$ cat config.mk
export PLATFORM = sky130hd
export DESIGN_NAME = pump_display_segment_frame
export DESIGN_NICKNAME = d
export VERILOG_FILES = /design/src/hdl/psf_pkg.sv /design/src/hdl/pump_display_segment_frame.sv /design/src/hdl/psf_front.sv /design/src/hdl/psf_fifo.sv /design/src/hdl/psf_back.sv
export SDC_FILE = /design/constraint.sdc
export NUM_CORES = 2
export LEC_CHECK = 0
export BUFFER_PORTS_ARGS = -buffer_cell sky130_fd_sc_hd__buf_4
export CAP_MARGIN = 20
export CORE_ASPECT_RATIO = 0.7
export CORE_UTILIZATION = 30
export DETAILED_ROUTE_END_ITERATION = 6
export GPL_TIMING_DRIVEN = 0
export SETUP_SLACK_MARGIN = 0.5
export SLEW_MARGIN = 20
export SYNTH_ARGS = -nofsm -noshare
export SYNTH_HDL_FRONTEND = slang
export SYNTH_HIERARCHICAL = 1
export SYNTH_SLANG_ARGS = --single-unit
$ cat constraint.sdc
create_clock -name clk -period 13.8 [get_ports clk]
set_input_delay 2.07 -clock clk [delete_from_list [all_inputs] [get_ports clk]]
set_output_delay 2.07 -clock clk [all_outputs]
set_load 0.01 [all_outputs]
$ cat src/hdl/psf_pkg.sv
// Shared widths, queue entry type and digit helpers for the pump display frame block.
`timescale 1ns / 1ps
package psf_pkg;

	localparam int VAL_W      = 27;
	localparam int BIN_W      = 2 * VAL_W;
	localparam int STEP_BITS  = 3;
	localparam int CONV_STEPS = BIN_W / STEP_BITS;
	localparam int CNT_W      = 5;
	localparam int PV_DIG     = 9;
	localparam int PD_DIG     = 17;
	localparam int DROP_DIG   = 3;
	localparam int TOT_DIG    = PD_DIG - DROP_DIG;
	localparam int PV_BCD_W   = 4 * PV_DIG;
	localparam int PD_BCD_W   = 4 * PD_DIG;
	localparam int TOT_BCD_W  = 4 * TOT_DIG;

	localparam logic [VAL_W-1:0] PRICE_RESET = 27'd31300;

	localparam logic [7:0] SEG_BLANK = 8'h00;
	localparam logic [7:0] DP_BIT    = 8'h80;

	localparam logic [3:0] PRICE_DP = 4'd2;
	localparam logic [3:0] VOL_DP   = 4'd3;
	localparam logic [3:0] TOT_DP   = 4'd2;

	typedef enum logic [1:0] {
		ST_IDLE,
		ST_CONV,
		ST_PUSH
	} psf_state_t;

	typedef struct packed {
		logic [PV_BCD_W-1:0]  price_bcd;
		logic [PV_BCD_W-1:0]  vol_bcd;
		logic [TOT_BCD_W-1:0] tot_bcd;
	} psf_entry_t;

	function automatic logic [PD_BCD_W-1:0] dd_bit(input logic [PD_BCD_W-1:0] bcd,
	                                               input logic b);
		logic [PD_BCD_W-1:0] adj;
		adj = bcd;
		for (int i = 0; i < PD_DIG; i++) begin
			if (adj[4*i +: 4] >= 4'd5) begin
				adj[4*i +: 4] = adj[4*i +: 4] + 4'd3;
			end
		end
		return {adj[PD_BCD_W-2:0], b};
	endfunction

	function automatic logic [7:0] seg_of(input logic [3:0] digit);
		logic [7:0] code;
		case (digit)
			4'd0:    code = 8'h3F;
			4'd1:    code = 8'h06;
			4'd2:    code = 8'h5B;
			4'd3:    code = 8'h4F;
			4'd4:    code = 8'h66;
			4'd5:    code = 8'h6D;
			4'd6:    code = 8'h7D;
			4'd7:    code = 8'h47;
			4'd8:    code = 8'h7F;
			4'd9:    code = 8'h6F;
			default: code = SEG_BLANK;
		endcase
		return code;
	endfunction

endpackage

$ cat src/hdl/pump_display_segment_frame.sv
// Top level of the pump display frame block: price register, converter, queue and serialiser.
// Usage:
//   Configuration: write unit_price_cents with cfg_valid; cfg_ready is always high.
//   Input: one request is a volume_milli value, taken when in_valid is high and in_stall low.
//   Output: each request yields a frame of min(FRAME_BYTES, 3*DIGITS) segment bytes,
//   price digits, then volume digits, then total digits, least significant first, with
//   position counting up from 0 and last set on the final byte.
// Path from the accepting edge to out_valid on the first byte: product load, conversion at
//   3 bits per cycle, queue write, queue read, output register.
// The serialiser emits one byte per cycle while the output is not stalled; the input
//   register can take a new request while the previous one is still converting.
// A two-entry queue holds converted requests, so the front keeps converting while the
//   output is stalled; in_stall rises once the input register is occupied.
// When out_stall is high the current byte is held and the serialiser pauses.
// Reset: the queue and serialiser empty, the price returns to 31300 and no byte is shown.
`timescale 1ns / 1ps
module pump_display_segment_frame #(
	parameter int DIGITS      = 8,
	parameter int FRAME_BYTES = 24
) (
	input  logic                      clk,
	input  logic                      arst_n,
	input  logic                      cfg_valid,
	output logic                      cfg_ready,
	input  logic [psf_pkg::VAL_W-1:0] unit_price_cents,
	input  logic                      in_valid,
	output logic                      in_stall,
	input  logic [psf_pkg::VAL_W-1:0] volume_milli,
	output logic                      out_valid,
	input  logic                      out_stall,
	output logic [7:0]                segment_byte,
	output logic [4:0]                position,
	output logic                      last
);
	import psf_pkg::*;

	logic       push_valid, push_ready;
	logic       pop_valid, pop_ready;
	psf_entry_t push_entry, pop_entry;

	assign cfg_ready = 1'b1;

	psf_front u_front (
		.clk              (clk),
		.arst_n           (arst_n),
		.in_valid         (in_valid),
		.in_stall         (in_stall),
		.volume_milli     (volume_milli),
		.cfg_valid        (cfg_valid),
		.unit_price_cents (unit_price_cents),
		.push_valid       (push_valid),
		.push_ready       (push_ready),
		.push_entry       (push_entry)
	);

	psf_fifo u_fifo (
		.clk        (clk),
		.arst_n     (arst_n),
		.push_valid (push_valid),
		.push_ready (push_ready),
		.push_entry (push_entry),
		.pop_valid  (pop_valid),
		.pop_ready  (pop_ready),
		.pop_entry  (pop_entry)
	);

	psf_back #(
		.DIGITS      (DIGITS),
		.FRAME_BYTES (FRAME_BYTES)
	) u_back (
		.clk          (clk),
		.arst_n       (arst_n),
		.pop_valid    (pop_valid),
		.pop_ready    (pop_ready),
		.pop_entry    (pop_entry),
		.out_valid    (out_valid),
		.out_stall    (out_stall),
		.segment_byte (segment_byte),
		.position     (position),
		.last         (last)
	);

endmodule

$ cat src/hdl/psf_front.sv
// Front end: input register, price register, product and shift-add-3 decimal conversion.
`timescale 1ns / 1ps
module psf_front (
	input  logic                     clk,
	input  logic                     arst_n,
	input  logic                     in_valid,
	output logic                     in_stall,
	input  logic [psf_pkg::VAL_W-1:0] volume_milli,
	input  logic                     cfg_valid,
	input  logic [psf_pkg::VAL_W-1:0] unit_price_cents,
	output logic                     push_valid,
	input  logic                     push_ready,
	output psf_pkg::psf_entry_t      push_entry
);
	import psf_pkg::*;

	psf_state_t          state_q, state_d;
	logic                full_q;
	logic [VAL_W-1:0]    vol_q;
	logic [VAL_W-1:0]    price_q;
	logic [CNT_W-1:0]    cnt_q;
	logic [BIN_W-1:0]    bin_pr_q, bin_vo_q, bin_pd_q;
	logic [PV_BCD_W-1:0] bcd_pr_q, bcd_vo_q;
	logic [PD_BCD_W-1:0] bcd_pd_q;
	logic [PD_BCD_W-1:0] pr_n, vo_n, pd_n;
	logic [BIN_W-1:0]    prod;
	logic                load, conv_en, conv_done;

	assign in_stall  = full_q;
	assign prod      = BIN_W'(vol_q) * BIN_W'(price_q);
	assign conv_done = cnt_q == CNT_W'(CONV_STEPS - 1);

	always_comb begin
		state_d = state_q;
		unique case (state_q)
			ST_IDLE: begin
				if (full_q) state_d = ST_CONV;
			end
			ST_CONV: begin
				if (conv_done) state_d = ST_PUSH;
			end
			ST_PUSH: begin
				if (push_ready) state_d = ST_IDLE;
			end
			default: state_d = ST_IDLE;
		endcase
	end

	always_comb begin
		load       = 1'b0;
		conv_en    = 1'b0;
		push_valid = 1'b0;
		unique case (state_q)
			ST_IDLE: load       = full_q;
			ST_CONV: conv_en    = 1'b1;
			ST_PUSH: push_valid = 1'b1;
			default: ;
		endcase
	end

	always_comb begin
		pr_n = PD_BCD_W'(bcd_pr_q);
		vo_n = PD_BCD_W'(bcd_vo_q);
		pd_n = bcd_pd_q;
		for (int j = 0; j < STEP_BITS; j++) begin
			pr_n = dd_bit(pr_n, bin_pr_q[BIN_W-1-j]);
			vo_n = dd_bit(vo_n, bin_vo_q[BIN_W-1-j]);
			pd_n = dd_bit(pd_n, bin_pd_q[BIN_W-1-j]);
		end
	end

	always_ff @(posedge clk or negedge arst_n) begin
		if (!arst_n) begin
			state_q <= ST_IDLE;
			full_q  <= 1'b0;
			cnt_q   <= '0;
			price_q <= PRICE_RESET;
		end else begin
			state_q <= state_d;
			if (in_valid && !full_q) begin
				full_q <= 1'b1;
			end else if (load) begin
				full_q <= 1'b0;
			end
			if (load) begin
				cnt_q <= '0;
			end else if (conv_en) begin
				cnt_q <= cnt_q + CNT_W'(1);
			end
			if (cfg_valid) price_q <= unit_price_cents;
		end
	end

	always_ff @(posedge clk) begin
		if (in_valid && !full_q) vol_q <= volume_milli;
		if (load) begin
			bin_pr_q <= BIN_W'(price_q);
			bin_vo_q <= BIN_W'(vol_q);
			bin_pd_q <= prod;
			bcd_pr_q <= '0;
			bcd_vo_q <= '0;
			bcd_pd_q <= '0;
		end else if (conv_en) begin
			bin_pr_q <= {bin_pr_q[BIN_W-STEP_BITS-1:0], {STEP_BITS{1'b0}}};
			bin_vo_q <= {bin_vo_q[BIN_W-STEP_BITS-1:0], {STEP_BITS{1'b0}}};
			bin_pd_q <= {bin_pd_q[BIN_W-STEP_BITS-1:0], {STEP_BITS{1'b0}}};
			bcd_pr_q <= pr_n[PV_BCD_W-1:0];
			bcd_vo_q <= vo_n[PV_BCD_W-1:0];
			bcd_pd_q <= pd_n;
		end
	end

	assign push_entry.price_bcd = bcd_pr_q;
	assign push_entry.vol_bcd   = bcd_vo_q;
	assign push_entry.tot_bcd   = bcd_pd_q[PD_BCD_W-1:4*DROP_DIG];

endmodule

$ cat src/hdl/psf_fifo.sv
// Two-entry queue of converted digit sets between front and back.
`timescale 1ns / 1ps
module psf_fifo (
	input  logic                clk,
	input  logic                arst_n,
	input  logic                push_valid,
	output logic                push_ready,
	input  psf_pkg::psf_entry_t push_entry,
	output logic                pop_valid,
	input  logic                pop_ready,
	output psf_pkg::psf_entry_t pop_entry
);
	import psf_pkg::*;

	localparam int DEPTH = 2;
	localparam int PTR_W = $clog2(DEPTH);
	localparam int CNT_W2 = $clog2(DEPTH + 1);

	psf_entry_t         mem_q [DEPTH];
	logic [PTR_W-1:0]   wr_q, rd_q;
	logic [CNT_W2-1:0]  cnt_q;
	logic               push, pop;

	assign push_ready = cnt_q != CNT_W2'(DEPTH);
	assign pop_valid  = cnt_q != '0;
	assign push       = push_valid && push_ready;
	assign pop        = pop_valid && pop_ready;
	assign pop_entry  = mem_q[rd_q];

	always_ff @(posedge clk or negedge arst_n) begin
		if (!arst_n) begin
			wr_q  <= '0;
			rd_q  <= '0;
			cnt_q <= '0;
		end else begin
			if (push) wr_q <= wr_q + PTR_W'(1);
			if (pop)  rd_q <= rd_q + PTR_W'(1);
			if (push && !pop) begin
				cnt_q <= cnt_q + CNT_W2'(1);
			end else if (pop && !push) begin
				cnt_q <= cnt_q - CNT_W2'(1);
			end
		end
	end

	always_ff @(posedge clk) begin
		if (push) mem_q[wr_q] <= push_entry;
	end

	a_cnt_bound: assert property (@(posedge clk) disable iff (!arst_n)
		cnt_q <= CNT_W2'(DEPTH))
		else $error("queue count past depth");

	a_ptr_gap: assert property (@(posedge clk) disable iff (!arst_n)
		(cnt_q == '0) |-> (wr_q == rd_q))
		else $error("empty queue with pointers apart");

endmodule

$ cat src/hdl/psf_back.sv
// Back end: walks one digit set and emits the frame one segment byte per cycle unless the output is stalled.
`timescale 1ns / 1ps
module psf_back #(
	parameter int DIGITS      = 8,
	parameter int FRAME_BYTES = 24
) (
	input  logic                clk,
	input  logic                arst_n,
	input  logic                pop_valid,
	output logic                pop_ready,
	input  psf_pkg::psf_entry_t pop_entry,
	output logic                out_valid,
	input  logic                out_stall,
	output logic [7:0]          segment_byte,
	output logic [4:0]          position,
	output logic                last
);
	import psf_pkg::*;

	localparam int N  = (FRAME_BYTES < 3 * DIGITS) ? FRAME_BYTES : 3 * DIGITS;
	localparam int DW = $clog2(DIGITS);
	localparam int PW = $clog2(N);
	localparam logic [5:0] LAST_POS = 6'(N - 1);

	localparam logic [1:0] SEL_PRICE = 2'd0;
	localparam logic [1:0] SEL_VOL   = 2'd1;
	localparam logic [1:0] SEL_TOT   = 2'd2;

	psf_entry_t           entry_q;
	logic                 busy_q;
	logic [1:0]           sel_q;
	logic [DW-1:0]        dig_q;
	logic [PW-1:0]        pos_q;
	logic                 out_valid_q;
	logic [7:0]           seg_q;
	logic [4:0]           position_q;
	logic                 last_q;
	logic                 adv, is_last, pop;
	logic [TOT_BCD_W-1:0] val, rest;
	logic [3:0]           dpp;
	logic [7:0]           seg_d;
	logic [5:0]           pos_ext;

	assign adv       = busy_q && (!out_valid_q || !out_stall);
	assign is_last   = pos_q == PW'(N - 1);
	assign pop_ready = !busy_q || (adv && is_last);
	assign pop       = pop_valid && pop_ready;
	assign pos_ext   = 6'(pos_q);

	always_comb begin
		case (sel_q)
			SEL_PRICE: begin
				val = TOT_BCD_W'(entry_q.price_bcd);
				dpp = PRICE_DP;
			end
			SEL_VOL: begin
				val = TOT_BCD_W'(entry_q.vol_bcd);
				dpp = VOL_DP;
			end
			default: begin
				val = entry_q.tot_bcd;
				dpp = TOT_DP;
			end
		endcase
		rest = val >> {dig_q, 2'b00};
		if (rest == '0 && dig_q != '0) begin
			seg_d = SEG_BLANK;
		end else begin
			seg_d = seg_of(rest[3:0]);
			if (4'(dig_q) == dpp) seg_d = seg_d | DP_BIT;
		end
	end

	always_ff @(posedge clk or negedge arst_n) begin
		if (!arst_n) begin
			busy_q      <= 1'b0;
			sel_q       <= SEL_PRICE;
			dig_q       <= '0;
			pos_q       <= '0;
			out_valid_q <= 1'b0;
		end else begin
			if (pop) begin
				busy_q <= 1'b1;
			end else if (adv && is_last) begin
				busy_q <= 1'b0;
			end
			if (pop) begin
				sel_q <= SEL_PRICE;
				dig_q <= '0;
				pos_q <= '0;
			end else if (adv) begin
				pos_q <= pos_q + PW'(1);
				if (dig_q == DW'(DIGITS - 1)) begin
					dig_q <= '0;
					sel_q <= sel_q + 2'd1;
				end else begin
					dig_q <= dig_q + DW'(1);
				end
			end
			if (adv) begin
				out_valid_q <= 1'b1;
			end else if (!out_stall) begin
				out_valid_q <= 1'b0;
			end
		end
	end

	always_ff @(posedge clk) begin
		if (pop) entry_q <= pop_entry;
		if (adv) begin
			seg_q      <= seg_d;
			position_q <= pos_ext[4:0];
			last_q     <= is_last;
		end
	end

	assign out_valid    = out_valid_q;
	assign segment_byte = seg_q;
	assign position     = position_q;
	assign last         = last_q;

	a_last_pos: assert property (@(posedge clk) disable iff (!arst_n)
		(out_valid_q && last_q) |-> (position_q == LAST_POS[4:0]))
		else $error("last flag away from final frame position");

	a_restart: assert property (@(posedge clk) disable iff (!arst_n)
		(adv && is_last) |=> (!busy_q || (pos_q == '0 && dig_q == '0 && sel_q == SEL_PRICE)))
		else $error("new frame does not start at position zero");

	a_sel_range: assert property (@(posedge clk) disable iff (!arst_n)
		busy_q |-> (sel_q == SEL_PRICE || sel_q == SEL_VOL || sel_q == SEL_TOT))
		else $error("value select past total");

endmodule

==> results.toml <==
[status]
run_status = "completed"

[synthesis]
synth_area_leader_cell = "edfxtp_1"
synth_area_leaders = "edfxtp_1 25%, fa_1 20%, ha_1 8.3%"
ys_seq_elements = 778
synth_area_um2 = 63000
yosysWarnings = 6
synth_cell_type_count = 95
synth-simple-area-share = 0.122
avgSynthCellArea_um2 = 10.2
synth_top_family_by_area = "adder cells"
synth-edff-count = 533
yosysSeqAreaShare = 0.336
synth-compound-area-share = 0.0920
netlist.area_leader.share = 0.254
syn_nets = 7258
synth_mux_area_frac = 0.0629
synth_xor_area_frac = 0.0213
synth_cells = 6157
async_reset_ff_frac = 0.0656
synthFlopType = "edfxtp_1"
synthAdderAreaFrac = 0.281

[global_routing]
grt_pass1_wl_mm = 281
grt_max_degree = 55
antenna_found_initial = 19
grt_pass1_vias = 44272
grt_overflow_total = 0
grt_usage = 0.177

[floorplan]
rows = 140
initial_core_util = 0.302
die_w_um = 550
die_area_um2 = 212000
chipHeight_um = 385
io-pin-count = 76
core_area_um2 = 208000

[detailed_routing]
drt_first_pass_iters = 6
vias_per_cell = 4.93
drt-wirelength-per-cell_um = 20.6
drt_first_iter_violations = 4371
ant_nets = 0
drc = 0
vias = 45221
detail_route.wirelength_mm = 189

[sta]
slew-limit-headroom = 0.157
setup_tns_ps = 0
hold_viol_final = 0
fin_worst_skew_ps = 54.9
maxSlewViolCount = 0
rsz0062_at_grt = "false"
finalCriticalPeriod_ps = 9200
final.period_utilization = 0.667
finalSetupViolCount = 0
tightest_slew_ps = 1260
max_freq_ghz = 0.109

[clock_tree]
clk_latency_ps = 690
clockRootBuffer = "clkbuf_16"
clk_path_buf_depth = 3
cts_setup_buffers = 0
cts_resized = 0
cts_sinks = 778
cts_tree = "yes"
clk_pin_slew_worst_paths_ps = 80
h-tree-depth = 3
cts_made_buffers = 78
hold_buffers = 0

[finish]
num-fill-cells = 20866
mostFrequentLayoutCells = "973 x inv_1, 834 x nand2_1, 624 x fa_1, 533 x edfxtp_1, 418 x ha_1"
layout_commonest_cell = "inv_1"
drive_gt1_frac = 0.0934
syn_to_final_growth_pct = 11.4
post-route-cell-area_um2 = 70200
fin_nets = 7428
final_cell_count_no_fill = 9174

[placement]
post-place-cells = 9014
numPortBuffers = 73
hpwl_mm = 148
place.gp.congestion = 1.01
dpl_cell_area_um2 = 67400

[worst_setup_path]
path_delay_family = "adder cells"
crit_path_max_incr_delay_ps = 800
r2r_cells = 22
crit_cells = 22
critPathLaunchType = "register"
slowest_stage = "clkbuf_1"
crit_buf_inv = 5
critPathRequiredTime_ps = 14170
end_kind = "register"
path_max_fanout = 10
crit_top_cell = "fa_1"
crit_path_cell_trace = "clkbuf_1, clkbuf_1, nand2_1, fa_1, inv_1, fa_1, fa_1, fa_1, fa_1, fa_1, inv_1, fa_1, inv_1, ha_1, a21oi_1, o21ai_0, nor2_1, o211ai_2, nand2_1, o221ai_1, nor3_1, or3_1"
crit_arrival_ps = 9570
path_class = "reg -> reg"

[run]
maxCapViolCount = 0

[worst_hold_path]
hold_depth = 1
hold_path.class = "reg -> reg"
## registers in the layout, indices dropped and copies added (netlist names), 3 cells and up
| register | count |
|---|---|
| u_fifo/mem_q | 256 |
| u_back/entry_q | 128 |
| u_front/bcd_pd_q | 68 |
| u_front/bin_pd_q | 54 |
| u_front/bin_pr_q | 54 |
| u_front/bin_vo_q | 54 |
| u_front/bcd_pr_q | 36 |
| u_front/bcd_vo_q | 36 |
| u_front/price_q | 27 |
| u_front/vol_q | 27 |
| u_back/segment_byte | 8 |
| u_back/pos_q | 5 |
| u_back/position | 5 |
| u_front/cnt_q | 5 |
| u_back/dig_q | 3 |
## final cells by class
cell class	count	area [um2]	share of cell area
flip-flops and latches	778	21200	0.302
clock buffers	113	2270	0.0323
plain buffers	347	1680	0.0240
well taps	2769	3460	0.0494
inverters	976	3660	0.0522
multi-input cells	4056	36500	0.520
diodes	12	30.0	0.000428
repair buffers	90	933	0.0133
clock inverters	33	433	0.00617
## synth_stat cells (all sizes together) (24+ instances only)
master    n
a21boi   44
a21o     50
a21oi   236
a22o     96
and2    276
buf     103
clkbuf  244
dfrtp    44
dfxtp   194
edfxtp  533
fa      624
ha      418
inv     976
mux2    200
mux2i   157
nand2   835
nand2b   89
nand3    38
nand4    24
nor2    140
nor2b    43
nor3     48
nor3b    55
o21a     46
o21ai   214
o21bai   44
o22ai    61
xnor2   131
## logic make-up after synthesis
| kind of cell | Yosys count |
|---|---|
| fa+ha+maj | 1042 |
| buf+inv | 1323 |
| simple gates | 1615 |
| compound gates | 883 |
| flops | 778 |
| other cells | 1 |
| mux | 362 |
| xor+xnor | 153 |
## stage by stage
stage / hold WS (ps) / setup slack (ps) / util
after floorplan: 418 / 7000 / -
after global placement: 441 / 2990 / 0.322
after detailed placement: 447 / 4980 / 0.324
after CTS: 449 / 4940 / 0.337
after global routing: 467 / 4440 / 0.337
final: 451 / 4600 / 0.337
## final timing paths
check / from / to / slack (ps)
max: u_front/vol_q[8]$_DFFE_PP_ / u_front/bin_pd_q[48]$_DFFE_PP_ / 4600
min: u_front/bin_pr_q[37]$_SDFFE_PP0P_ / u_front/bin_pr_q[40]$_SDFFE_PP0P_ / 450
max reg2reg: u_front/vol_q[8]$_DFFE_PP_ / u_front/bin_pd_q[48]$_DFFE_PP_ / 4600
min reg2reg: u_front/bin_pr_q[37]$_SDFFE_PP0P_ / u_front/bin_pr_q[40]$_SDFFE_PP0P_ / 450
max in group asynchronous: arst_n / u_front/in_stall$_DFFE_PN0P_ / 11780
min in group asynchronous: arst_n / u_back/sel_q[1]$_DFFE_PN0P_ / 1450
## per-layer routing
metal,GRT usage,share of wire,up-vias
met1,0.269,0.48,22711
li1,-,-,20401
met3,0.0580,0.11,189
met4,0.0325,0.016,8
met5,0.00135,0.00028,-
met2,0.239,0.39,1912
## worst register-to-register path: stages, from the launching register on
cell and delay (ps):
edfxtp_1 330, clkbuf_1 800, clkbuf_1 800, nand2_1 190
fa_1 570, inv_1 50, fa_1 550, fa_1 780
fa_1 510, fa_1 520, fa_1 540, inv_1 50
fa_1 620, inv_1 70, ha_1 430, a21oi_1 100
o21ai_0 680, nor2_1 150, o211ai_2 210, nand2_1 150
o221ai_1 320, nor3_1 100, or3_1 370
Power is not shown: default switching activity piles up to over one toggle a cycle in this logic, so the estimate is an artifact.
